File: src/efd_pkg.sv
package efd_pkg;

    // link symbols
    localparam logic [7:0] SYM_HEADER = 8'h7D;
    localparam logic [7:0] SYM_END    = 8'h7E;
    localparam logic [7:0] SYM_ESC    = 8'h7F;

    // codes that may follow the escape byte
    localparam logic [7:0] ESC_CODE_HEADER = 8'h01;
    localparam logic [7:0] ESC_CODE_END    = 8'h02;
    localparam logic [7:0] ESC_CODE_ESC    = 8'h03;

    // result kinds
    localparam logic [1:0] EV_BYTE    = 2'd0;
    localparam logic [1:0] EV_ACCEPT  = 2'd1;
    localparam logic [1:0] EV_ABANDON = 2'd2;

    // frame classes from the type byte
    localparam logic [1:0] KIND_ACK     = 2'd0;
    localparam logic [1:0] KIND_DATA    = 2'd1;
    localparam logic [1:0] KIND_COMMAND = 2'd2;
    localparam logic [1:0] KIND_UNKNOWN = 2'd3;

    // abandon causes
    localparam logic [1:0] CAUSE_NONE      = 2'd0;
    localparam logic [1:0] CAUSE_BAD_ESC   = 2'd1;
    localparam logic [1:0] CAUSE_OVERFLOW  = 2'd2;
    localparam logic [1:0] CAUSE_RESTARTED = 2'd3;

    localparam int POSITION_W = 10;
    localparam int LENGTH_W   = 11;

    typedef enum logic [1:0] {
        PH_IDLE,
        PH_BEGIN,
        PH_ESCAPE,
        PH_PAYLOAD
    } t_phase;

    typedef struct packed {
        logic [1:0]            abandon_cause;
        logic                  reply_ack;
        logic [7:0]            command_code;
        logic [1:0]            frame_kind;
        logic [LENGTH_W-1:0]   frame_length;
        logic [POSITION_W-1:0] position;
        logic [7:0]            data_byte;
        logic [1:0]            event_res;
    } t_result;

endpackage

File: src/escaped_frame_deframer.sv
// channel   dir  handshake                     payload
// s_axis    in   s_axis_tvalid/s_axis_tready   tdata[7:0] rx_byte
// m_axis    out  m_axis_tvalid/m_axis_tready   tdata: see port, tuser[1:0] event_res
//
// one item per cycle while the result side keeps up; the frame state machine
// decodes the byte in the cycle it is taken and the result appears from the
// output register on the next cycle
// input is taken while the output register is empty or being drained, so a
// stall on the result side holds the input side only while a result waits
// synchronous active-low reset returns the deframer to idle with a zero count
module escaped_frame_deframer #(
    parameter int MAX_FRAME = 1024
) (
    input  logic        i_clk,
    input  logic        i_rst_n,
    input  logic        s_axis_tvalid,
    output logic        s_axis_tready,
    input  logic [7:0]  s_axis_tdata,   // [7:0] rx_byte
    output logic        m_axis_tvalid,
    input  logic        m_axis_tready,
    output logic [47:0] m_axis_tdata,   // [7:0] data_byte, [17:8] position,
                                        // [28:18] frame_length, [30:29] frame_kind,
                                        // [38:31] command_code, [39] reply_ack,
                                        // [41:40] abandon_cause, [47:42] zero
    output logic [1:0]  m_axis_tuser    // [1:0] event_res
);

    // count must hold MAX_FRAME itself
    localparam int CW = $clog2(MAX_FRAME + 1);

    efd_pkg::t_phase  r_phase, n_phase;
    logic [CW-1:0]    r_write_count, n_write_count;
    logic [7:0]       r_type_byte, n_type_byte;
    logic [7:0]       r_second_byte, n_second_byte;
    logic             r_overflowed, n_overflowed;

    logic             r_out_valid;
    efd_pkg::t_result r_out;
    efd_pkg::t_result w_res;
    logic             w_res_valid;

    logic             w_accept;
    logic [7:0]       w_byte;

    // decode helpers for the next-state and output logic
    logic             w_store;      // a decoded byte goes into the frame
    logic [7:0]       w_store_val;
    logic             w_full;
    logic             w_esc_ok;
    logic [7:0]       w_esc_val;
    logic [31:0]      w_count_ext;
    logic [1:0]       w_kind;

    assign s_axis_tready = !r_out_valid || m_axis_tready;
    assign w_accept      = s_axis_tvalid && s_axis_tready;
    assign w_byte        = s_axis_tdata;
    assign w_full        = (r_write_count >= CW'(MAX_FRAME));
    assign w_count_ext   = 32'(r_write_count);
    assign w_kind        = (r_type_byte <= 8'd2) ? r_type_byte[1:0] : efd_pkg::KIND_UNKNOWN;

    // escape code to byte value
    always_comb begin
        w_esc_ok  = 1'b1;
        w_esc_val = 8'h00;
        unique case (w_byte)
            efd_pkg::ESC_CODE_HEADER: w_esc_val = efd_pkg::SYM_HEADER;
            efd_pkg::ESC_CODE_END:    w_esc_val = efd_pkg::SYM_END;
            efd_pkg::ESC_CODE_ESC:    w_esc_val = efd_pkg::SYM_ESC;
            default:                  w_esc_ok  = 1'b0;
        endcase
    end

    // does this byte carry frame content
    always_comb begin
        w_store     = 1'b0;
        w_store_val = w_byte;
        unique case (r_phase)
            efd_pkg::PH_BEGIN, efd_pkg::PH_PAYLOAD: begin
                w_store = (w_byte != efd_pkg::SYM_HEADER) && (w_byte != efd_pkg::SYM_END)
                       && (w_byte != efd_pkg::SYM_ESC);
            end
            efd_pkg::PH_ESCAPE: begin
                w_store     = w_esc_ok;
                w_store_val = w_esc_val;
            end
            default: w_store = 1'b0;
        endcase
    end

    // next state
    always_comb begin
        n_phase       = r_phase;
        n_write_count = r_write_count;
        n_type_byte   = r_type_byte;
        n_second_byte = r_second_byte;
        n_overflowed  = r_overflowed;
        if (w_accept) begin
            if (w_byte == efd_pkg::SYM_HEADER) begin
                // a header restarts from any phase
                n_phase       = efd_pkg::PH_BEGIN;
                n_write_count = '0;
                n_overflowed  = 1'b0;
            end else if (w_store) begin
                n_phase = efd_pkg::PH_PAYLOAD;
                if (w_full) begin
                    n_overflowed = 1'b1;
                end else begin
                    n_write_count = r_write_count + CW'(1);
                    if (r_write_count == '0) begin
                        n_type_byte = w_store_val;
                    end
                    if (r_write_count == CW'(1)) begin
                        n_second_byte = w_store_val;
                    end
                end
            end else begin
                unique case (r_phase)
                    efd_pkg::PH_IDLE: n_phase = efd_pkg::PH_IDLE;
                    efd_pkg::PH_BEGIN, efd_pkg::PH_PAYLOAD: begin
                        // end closes the frame, escape opens an escape pair
                        n_phase = (w_byte == efd_pkg::SYM_ESC) ? efd_pkg::PH_ESCAPE
                                                               : efd_pkg::PH_IDLE;
                    end
                    efd_pkg::PH_ESCAPE: n_phase = efd_pkg::PH_IDLE;
                    default:            n_phase = efd_pkg::PH_IDLE;
                endcase
            end
        end
    end

    // result for the byte taken this cycle
    always_comb begin
        w_res_valid = 1'b0;
        w_res       = '0;
        unique case (r_phase)
            efd_pkg::PH_IDLE: w_res_valid = 1'b0;
            efd_pkg::PH_BEGIN: begin
                if (w_store && !w_full) begin
                    w_res_valid     = 1'b1;
                    w_res.event_res = efd_pkg::EV_BYTE;
                    w_res.data_byte = w_store_val;
                    w_res.position  = w_count_ext[efd_pkg::POSITION_W-1:0];
                end
            end
            efd_pkg::PH_ESCAPE, efd_pkg::PH_PAYLOAD: begin
                if (w_byte == efd_pkg::SYM_HEADER) begin
                    w_res_valid         = 1'b1;
                    w_res.event_res     = efd_pkg::EV_ABANDON;
                    w_res.abandon_cause = efd_pkg::CAUSE_RESTARTED;
                end else if (w_store) begin
                    if (!w_full) begin
                        w_res_valid     = 1'b1;
                        w_res.event_res = efd_pkg::EV_BYTE;
                        w_res.data_byte = w_store_val;
                        w_res.position  = w_count_ext[efd_pkg::POSITION_W-1:0];
                    end
                end else if (r_phase == efd_pkg::PH_ESCAPE) begin
                    w_res_valid         = 1'b1;
                    w_res.event_res     = efd_pkg::EV_ABANDON;
                    w_res.abandon_cause = efd_pkg::CAUSE_BAD_ESC;
                end else if (w_byte == efd_pkg::SYM_END) begin
                    w_res_valid = 1'b1;
                    if (r_overflowed) begin
                        w_res.event_res     = efd_pkg::EV_ABANDON;
                        w_res.abandon_cause = efd_pkg::CAUSE_OVERFLOW;
                    end else begin
                        w_res.event_res    = efd_pkg::EV_ACCEPT;
                        w_res.frame_length = w_count_ext[efd_pkg::LENGTH_W-1:0];
                        w_res.frame_kind   = w_kind;
                        if (w_kind == efd_pkg::KIND_COMMAND) begin
                            w_res.reply_ack    = 1'b1;
                            w_res.command_code = (r_write_count >= CW'(2)) ? r_second_byte
                                                                           : 8'h00;
                        end
                    end
                end
            end
            default: w_res_valid = 1'b0;
        endcase
    end

    always_ff @(posedge i_clk) begin
        if (!i_rst_n) begin
            r_phase       <= efd_pkg::PH_IDLE;
            r_write_count <= '0;
            r_type_byte   <= 8'h00;
            r_second_byte <= 8'h00;
            r_overflowed  <= 1'b0;
        end else begin
            r_phase       <= n_phase;
            r_write_count <= n_write_count;
            r_type_byte   <= n_type_byte;
            r_second_byte <= n_second_byte;
            r_overflowed  <= n_overflowed;
        end
    end

    // output register, refilled on any accepted byte
    always_ff @(posedge i_clk) begin
        if (!i_rst_n) begin
            r_out_valid <= 1'b0;
        end else if (w_accept) begin
            r_out_valid <= w_res_valid;
        end else if (m_axis_tready) begin
            r_out_valid <= 1'b0;
        end
    end

    always_ff @(posedge i_clk) begin
        if (w_accept && w_res_valid) begin
            r_out <= w_res;
        end
    end

    assign m_axis_tvalid = r_out_valid;
    assign m_axis_tuser  = r_out.event_res;
    assign m_axis_tdata  = {6'b0, r_out.abandon_cause, r_out.reply_ack, r_out.command_code,
                            r_out.frame_kind, r_out.frame_length, r_out.position,
                            r_out.data_byte};

    // count never runs past the frame limit
    assert property (@(posedge i_clk) disable iff (!i_rst_n)
        r_write_count <= CW'(MAX_FRAME))
        else $error("write count above frame limit");

    // a header always opens a fresh frame
    assert property (@(posedge i_clk) disable iff (!i_rst_n)
        w_accept && (w_byte == efd_pkg::SYM_HEADER)
        |=> (r_phase == efd_pkg::PH_BEGIN) && (r_write_count == '0) && !r_overflowed)
        else $error("header did not restart frame");

    // escape inside a frame waits for its code
    assert property (@(posedge i_clk) disable iff (!i_rst_n)
        w_accept && (w_byte == efd_pkg::SYM_ESC)
        && ((r_phase == efd_pkg::PH_BEGIN) || (r_phase == efd_pkg::PH_PAYLOAD))
        |=> (r_phase == efd_pkg::PH_ESCAPE) && !r_out_valid)
        else $error("escape byte mishandled");

    // reply request only on accepted command frames
    assert property (@(posedge i_clk) disable iff (!i_rst_n)
        m_axis_tvalid && r_out.reply_ack
        |-> (r_out.event_res == efd_pkg::EV_ACCEPT)
            && (r_out.frame_kind == efd_pkg::KIND_COMMAND))
        else $error("reply ack on wrong result");

endmodule
File: config.mk
export PLATFORM = sky130hd
export DESIGN_NAME = escaped_frame_deframer
export DESIGN_NICKNAME = d
export VERILOG_FILES = /design/src/efd_pkg.sv /design/src/escaped_frame_deframer.sv
export SDC_FILE = /design/constraint.sdc
export NUM_CORES = 1
export LEC_CHECK = 0
export ABC_AREA = 1
export BUFFER_PORTS_ARGS = -buffer_cell sky130_fd_sc_hd__buf_2
export CORE_UTILIZATION = 46
export CTS_CLUSTER_SIZE = 8
export DETAILED_ROUTE_END_ITERATION = 7
export PLACE_DENSITY = 0.71
export SYNTH_ARGS = -nofsm -noshare
export SYNTH_HDL_FRONTEND = slang
export SYNTH_SLANG_ARGS = --single-unit
File: constraint.sdc
create_clock -name i_clk -period 2.8 [get_ports i_clk]
set_input_delay 0 -clock i_clk [delete_from_list [all_inputs] [get_ports i_clk]]
set_output_delay 0 -clock i_clk [all_outputs]
set_load 0.02 [all_outputs]
# Word-level counts from Yosys, hierarchy flattened
# Cells that the tools add are included.
dict set report word_totals {
  register_bits 75
  in_bits 12
  out_inout_bits 52
}
dict set report classes {
  addsub 1
  magnitude_cmp 3
  eq_ne 15
  muxes 43
  n_bitwise 6
  reduce_logical 23
}
# op count
set op_table {}
lappend op_table {{2-to-1 mux 24 bit} 2}
lappend op_table {{2-to-1 mux 22 bit} 2}
lappend op_table {{2-to-1 mux 20 bit} 2}
lappend op_table {{one-hot mux 20 bit (2 select lines)} 1}
lappend op_table {{2-to-1 mux 18 bit} 2}
lappend op_table {{2-to-1 mux 11 bit} 3}
lappend op_table {{== test 8 x 7 -> 1 bit, second input constant} 3}
lappend op_table {{2-to-1 mux 2 bit} 12}
lappend op_table {{inequality test 8 x 7 -> 1 bit, second input constant} 3}
lappend op_table {{one-hot mux 7 bit (3 select lines)} 1}
lappend op_table {{== test 8 x 2 -> 1 bit, second input constant} 2}
lappend op_table {{2-to-1 mux 8 bit} 2}
lappend op_table {{2-to-1 mux 1 bit} 12}
lappend op_table {{adder 11 x 1 -> 11 bit, second input constant} 1}
lappend op_table {{== test 11 x 1 -> 1 bit, second input constant} 1}
lappend op_table {{>= comparator 11 bit, second input constant} 1}
lappend op_table {{>= comparator 11 x 2 -> 1 bit, second input constant} 1}
lappend op_table {{zero test 11 bit} 1}
lappend op_table {{AND reduction 5 bit} 2}
lappend op_table {{2-to-1 mux 9 bit} 1}
lappend op_table {{== test 8 x 1 -> 1 bit, second input constant} 1}
lappend op_table {{<= comparator 8 x 2 -> 1 bit, second input constant} 1}
lappend op_table {{OR reduction 8 bit} 1}
lappend op_table {{== test 2 bit, second input constant} 3}
lappend op_table {{other kinds (15)} 30}

# Logic depth before layout (Yosys ltp)
dict set report depth {
  ltp_word 9
  ltp_mapped 12
  ltp_nobuf 12
}

# Worst setup path after synthesis
# OpenSTA, ideal clock, no wires.
dict set report synth_timing {
  kind {register to register}
  startpoint {register r_phase[1]}
  endpoint {register r_out (netlist bit m_axis_tdata[0]), enable pin}
  setup_ps 398
  t_arrival_ps 2090
  path_slack_ps 311
  stages_incl_launch_ff 10
  n_path_buf 1
  synth_period_minus_slack_ps 2489
  path_cell_list {dfxtp_1 inv_2 nor2_4 nand3_4 nand2_4 nand2_2 buf_6 a21oi_2 nand2_1 inv_1}
}
dict set report synth_via {
  elab_chain_cells 7
  elab_cells_between_ends 14
  classes_between {eq/ne: 3; mux: 6; reduce/logical: 5}
}
# item line
set synth_rtl {}
lappend synth_rtl {{start, declared} escaped_frame_deframer.sv:31} ;# efd_pkg::t_phase r_phase, n_phase;
lappend synth_rtl {{start signal, assigned} escaped_frame_deframer.sv:184} ;# r_phase <= efd_pkg::PH_IDLE;
lappend synth_rtl {{start signal, assigned} escaped_frame_deframer.sv:190} ;# r_phase <= n_phase;
lappend synth_rtl {{== test 2 bit or == test 2 x 1 -> 1 bit (tied branches)} {escaped_frame_deframer.sv:77, escaped_frame_deframer.sv:135}}
lappend synth_rtl {{OR reduction 2 bit} escaped_frame_deframer.sv:77} ;# unique case (r_phase)
lappend synth_rtl {{one-hot mux 1 bit (2 select lines)} escaped_frame_deframer.sv:77}
lappend synth_rtl {{2-to-1 mux 1 bit or logical AND 1 bit (tied branches)} {escaped_frame_deframer.sv:150, escaped_frame_deframer.sv:138}}
lappend synth_rtl {{2-to-1 mux 1 bit, on equally long branches} {escaped_frame_deframer.sv:146, escaped_frame_deframer.sv:138}}
lappend synth_rtl {{one-hot mux 1 bit (3 select lines) (*)} escaped_frame_deframer.sv:135} ;# unique case (r_phase)
lappend synth_rtl {{logical AND 1 bit (*)} escaped_frame_deframer.sv:210} ;# if (w_accept && w_res_valid) begin
lappend synth_rtl {{end signal, assigned} escaped_frame_deframer.sv:211} ;# r_out <= w_res;
lappend synth_rtl {{end, declared} escaped_frame_deframer.sv:38} ;# efd_pkg::t_result r_out;
# Every way passes the cells marked *; elsewhere a longest branch is shown, timed or not.
# A chain may end at the register's enable or synchronous reset.

# Final worst setup path
dict set report layout_timing {
  startpoint {register r_phase[1]}
  endpoint {register r_out (netlist bit m_axis_tuser[0]), enable pin}
}
# The elaborated chain is that of the path after synthesis.

==> flow_metrics.tcl <==
set metrics [dict create \
    setup-tns-final_ns 0 \
    worstPathCellList "inv_2 > nor2_4 > nand3_4 > nand2_4 > nand2_2 > a21oi_2 > nand2_1 > inv_1 > buf_12" \
    drt_first_pass_iters 4 \
    slowest_stage "dfxtp_1" \
    area_growth_pct 15.12 \
    skew_ns 0.008393 \
    synth_area_um2 3476 \
    yosysSeqAreaShare_pct 55.87 \
    netlist-cell-type-count 34 \
    arrival_ns 2.28 \
    status "completed" \
    place_ws_ns 0.5738 \
    grt_pass1_wl_um 10780 \
    drt-initial-drc-count 188 \
    slew_violations 0 \
    die_x_um 88.93 \
    timing.hold.ws_ns 0.006782 \
    async_reset_ff_share_pct 0 \
    yosysTopAreaCell "edfxtp_1" \
    clockBufferDepth 2 \
    cpPeakStageDelay_ns 0.40 \
    criticalPathCategory "reg -> reg" \
    start_kind "register" \
    die_area_um2 7908 \
    gp_congestion 0.9279 \
    grt_usage_pct 18.37 \
    setup.worst_path.end_class "register" \
    ant_nets 0 \
    port_buffers 57 \
    p_leak_nw 1.628 \
    yosys.area.top_type_share_pct 38.01 \
    grt_pass1_vias 2324 \
    path_clk_slew_ns 0.07 \
    hold_path.class "in -> reg" \
    synth_ff_type "edfxtp_1" \
    drc 0 \
    cts_made_buffers 9 \
    postSynthCellCount 394 \
    avgSynthCellArea_um2 8.822 \
    period_needed_ns 2.244 \
    drive_gt1_share_pct 20.87 \
    grt_overflow 0 \
    coreArea_um2 7292 \
    finalWorstSetupSlack_ns 0.5562 \
    clock-root-buffer "clkbuf_8" \
    yosysWarnings 0 \
    timing.critical_path.buf_inv 3 \
    cts_tree "done" \
    cap_viol_max_count 0 \
    synth-seq-cells 75 \
    fmax_ghz 0.4457 \
    antenna_found_initial 0 \
    num_vias 2715 \
    htreeDepth 3 \
    num-fill-cells 710 \
    peakVddDrop_mv 0.1889 \
    seqCellArea_um2 1942 \
    worst_slew_pin_slew_ns 0.5664 \
    fin_crit_sh_pct 80.13 \
    multiInputGateArea_um2 1254 \
    synth_edf_count 44 \
    max_slew_margin_pct 62.01 \
    synth_area_leaders "edfxtp_1, dfxtp_1, nor2_1" \
    worstPathRequired_ns 2.84 \
    insertion_delay_ns 0.35 \
    wl_per_cell_um 12.24 \
    power_density_nw_per_um2 474.9 \
    setup_viol_count_final 0 \
    routed_wl_um 6843 \
    io_pins 64 \
    antenna-diode-count 0 \
    hold_violations 0 \
    rsz0062_at_grt "false" \
    path_max_fanout 35 \
    cp_top_family "simple AND/OR/NAND/NOR gates" \
    fp.dieH_um 88.93 \
    clock_sinks 75 \
    layout.nets 470 \
    dp_hpwl_um 4954 \
    grt_max_degree 36 \
    start_util_pct 47.67 \
    rows 31 \
    via_per_inst 4.857 \
]
-- final cells by class --
cell class | instances | share of cell area (%)
Clock buffer | 10 | 3.189
Clock inverter | 6 | 0.8130
Inverter | 53 | 4.972
Multi-Input combinational cell | 256 | 31.33
Sequential cell | 75 | 48.53
Tap cell | 99 | 3.096
Timing Repair Buffer | 60 | 8.068
-- layout by cell type, fill, tap and decap left out, types with 2 or more instances in the layout --
cell type	count
a21oi_1	23
buf_2	57
clkbuf_8	9
clkinv_1	5
clkinv_2	2
clkinvlp_4	2
conb_1	6
dfxtp_1	31
edfxtp_1	44
ha_1	3
inv_1	40
inv_2	10
nand2_1	75
nand3_1	14
nand3_2	2
nand4_1	5
nand4_4	2
nor2_1	81
nor2_2	2
nor2_4	2
nor3_1	12
nor3b_1	6
nor4_1	2
o21ai_0	5
xor2_1	7
-- worst min-delay path, stage by stage --
cell     delay (ns)
buf_2          0.19
nand2_1        0.09
nor2_1         0.03
-- cells by family after synthesis --
group | Yosys count | synth area share [%]
xor+xnor | 7 | 1.764
compound gates | 32 | 4.968
buf+inv | 68 | 8.603
other cells | 1 | 0.1079
fa+ha+maj | 3 | 1.080
simple gates | 208 | 27.61
flops | 75 | 55.87
-- flip-flops by register name, summed over array words and instances (netlist names) --
signal,cells
m_axis_tvalid,1
m_axis_tuser,2
r_type_byte,8
r_second_byte,8
r_phase,2
r_write_count,11
m_axis_tdata,42
r_overflowed,1
-- where the power goes --
group / internal, mW / switching [mW] / total (mW)
clock: 0.312 / 0.380 / 0.692
combinational: 0.0133 / 0.0411 / 0.0544
sequential: 1.15 / 0.000202 / 1.15
-- stage by stage --
step                      cells  utilization (%)  cell area, um^2  power (mW)
final                       559            54.87             4001       1.900
after global routing        559            54.87             4001       1.966
after CTS                   559            54.87             4001       1.911
after detailed placement    542            52.54             3831       1.231
after global placement      542            52.54             3831       1.231
after floorplan             399                -             3495       1.219
-- final timing paths --
| check | startpoint | end | slack, ns | cells after the start |
|---|---|---|---|---|
| setup / recovery | r_phase[1]$_SDFFE_PN0P_ | m_axis_tuser[0]$_DFFE_PP_ | 0.56 | 9 |
| hold / removal | i_rst_n | r_type_byte[5]$_SDFFE_PN0P_ | 0.007 | 3 |
| setup reg to reg | r_phase[1]$_SDFFE_PN0P_ | m_axis_tuser[0]$_DFFE_PP_ | 0.56 | 9 |
| hold reg to reg | r_write_count[8]$_SDFFE_PN0P_ | r_write_count[8]$_SDFFE_PN0P_ | 0.50 | 2 |
-- synth_stat cells, types with 3 or more instances --
master / n
nor2_1: 81
nand2_1: 75
edfxtp_1: 44
inv_1: 40
dfxtp_1: 31
a21oi_1: 23
nand3_1: 14
nor3_1: 12
inv_2: 10
buf_4: 9
xor2_1: 7
nor3b_1: 6
nand4_1: 5
o21ai_0: 5
clkbuf_1: 3
clkinv_1: 3
ha_1: 3
-- routing by layer --
metal	track usage, %	vias up	routed length [um]
met5	0	-	0
met4	7.185	0	90
met3	5.078	10	420
met2	26.50	87	3003
met1	26.23	1239	3328
li1	-	1379	-
-- what timing repair did --
action | 4_1_cts | 5_1_grt
gates resized for setup | 0 | 0
hold buffers | 1 | 0
hold endpoints to repair | 1 | 0
buffers inserted | 0 | 0
No activity file was read; power rests on OpenSTA's default activity.
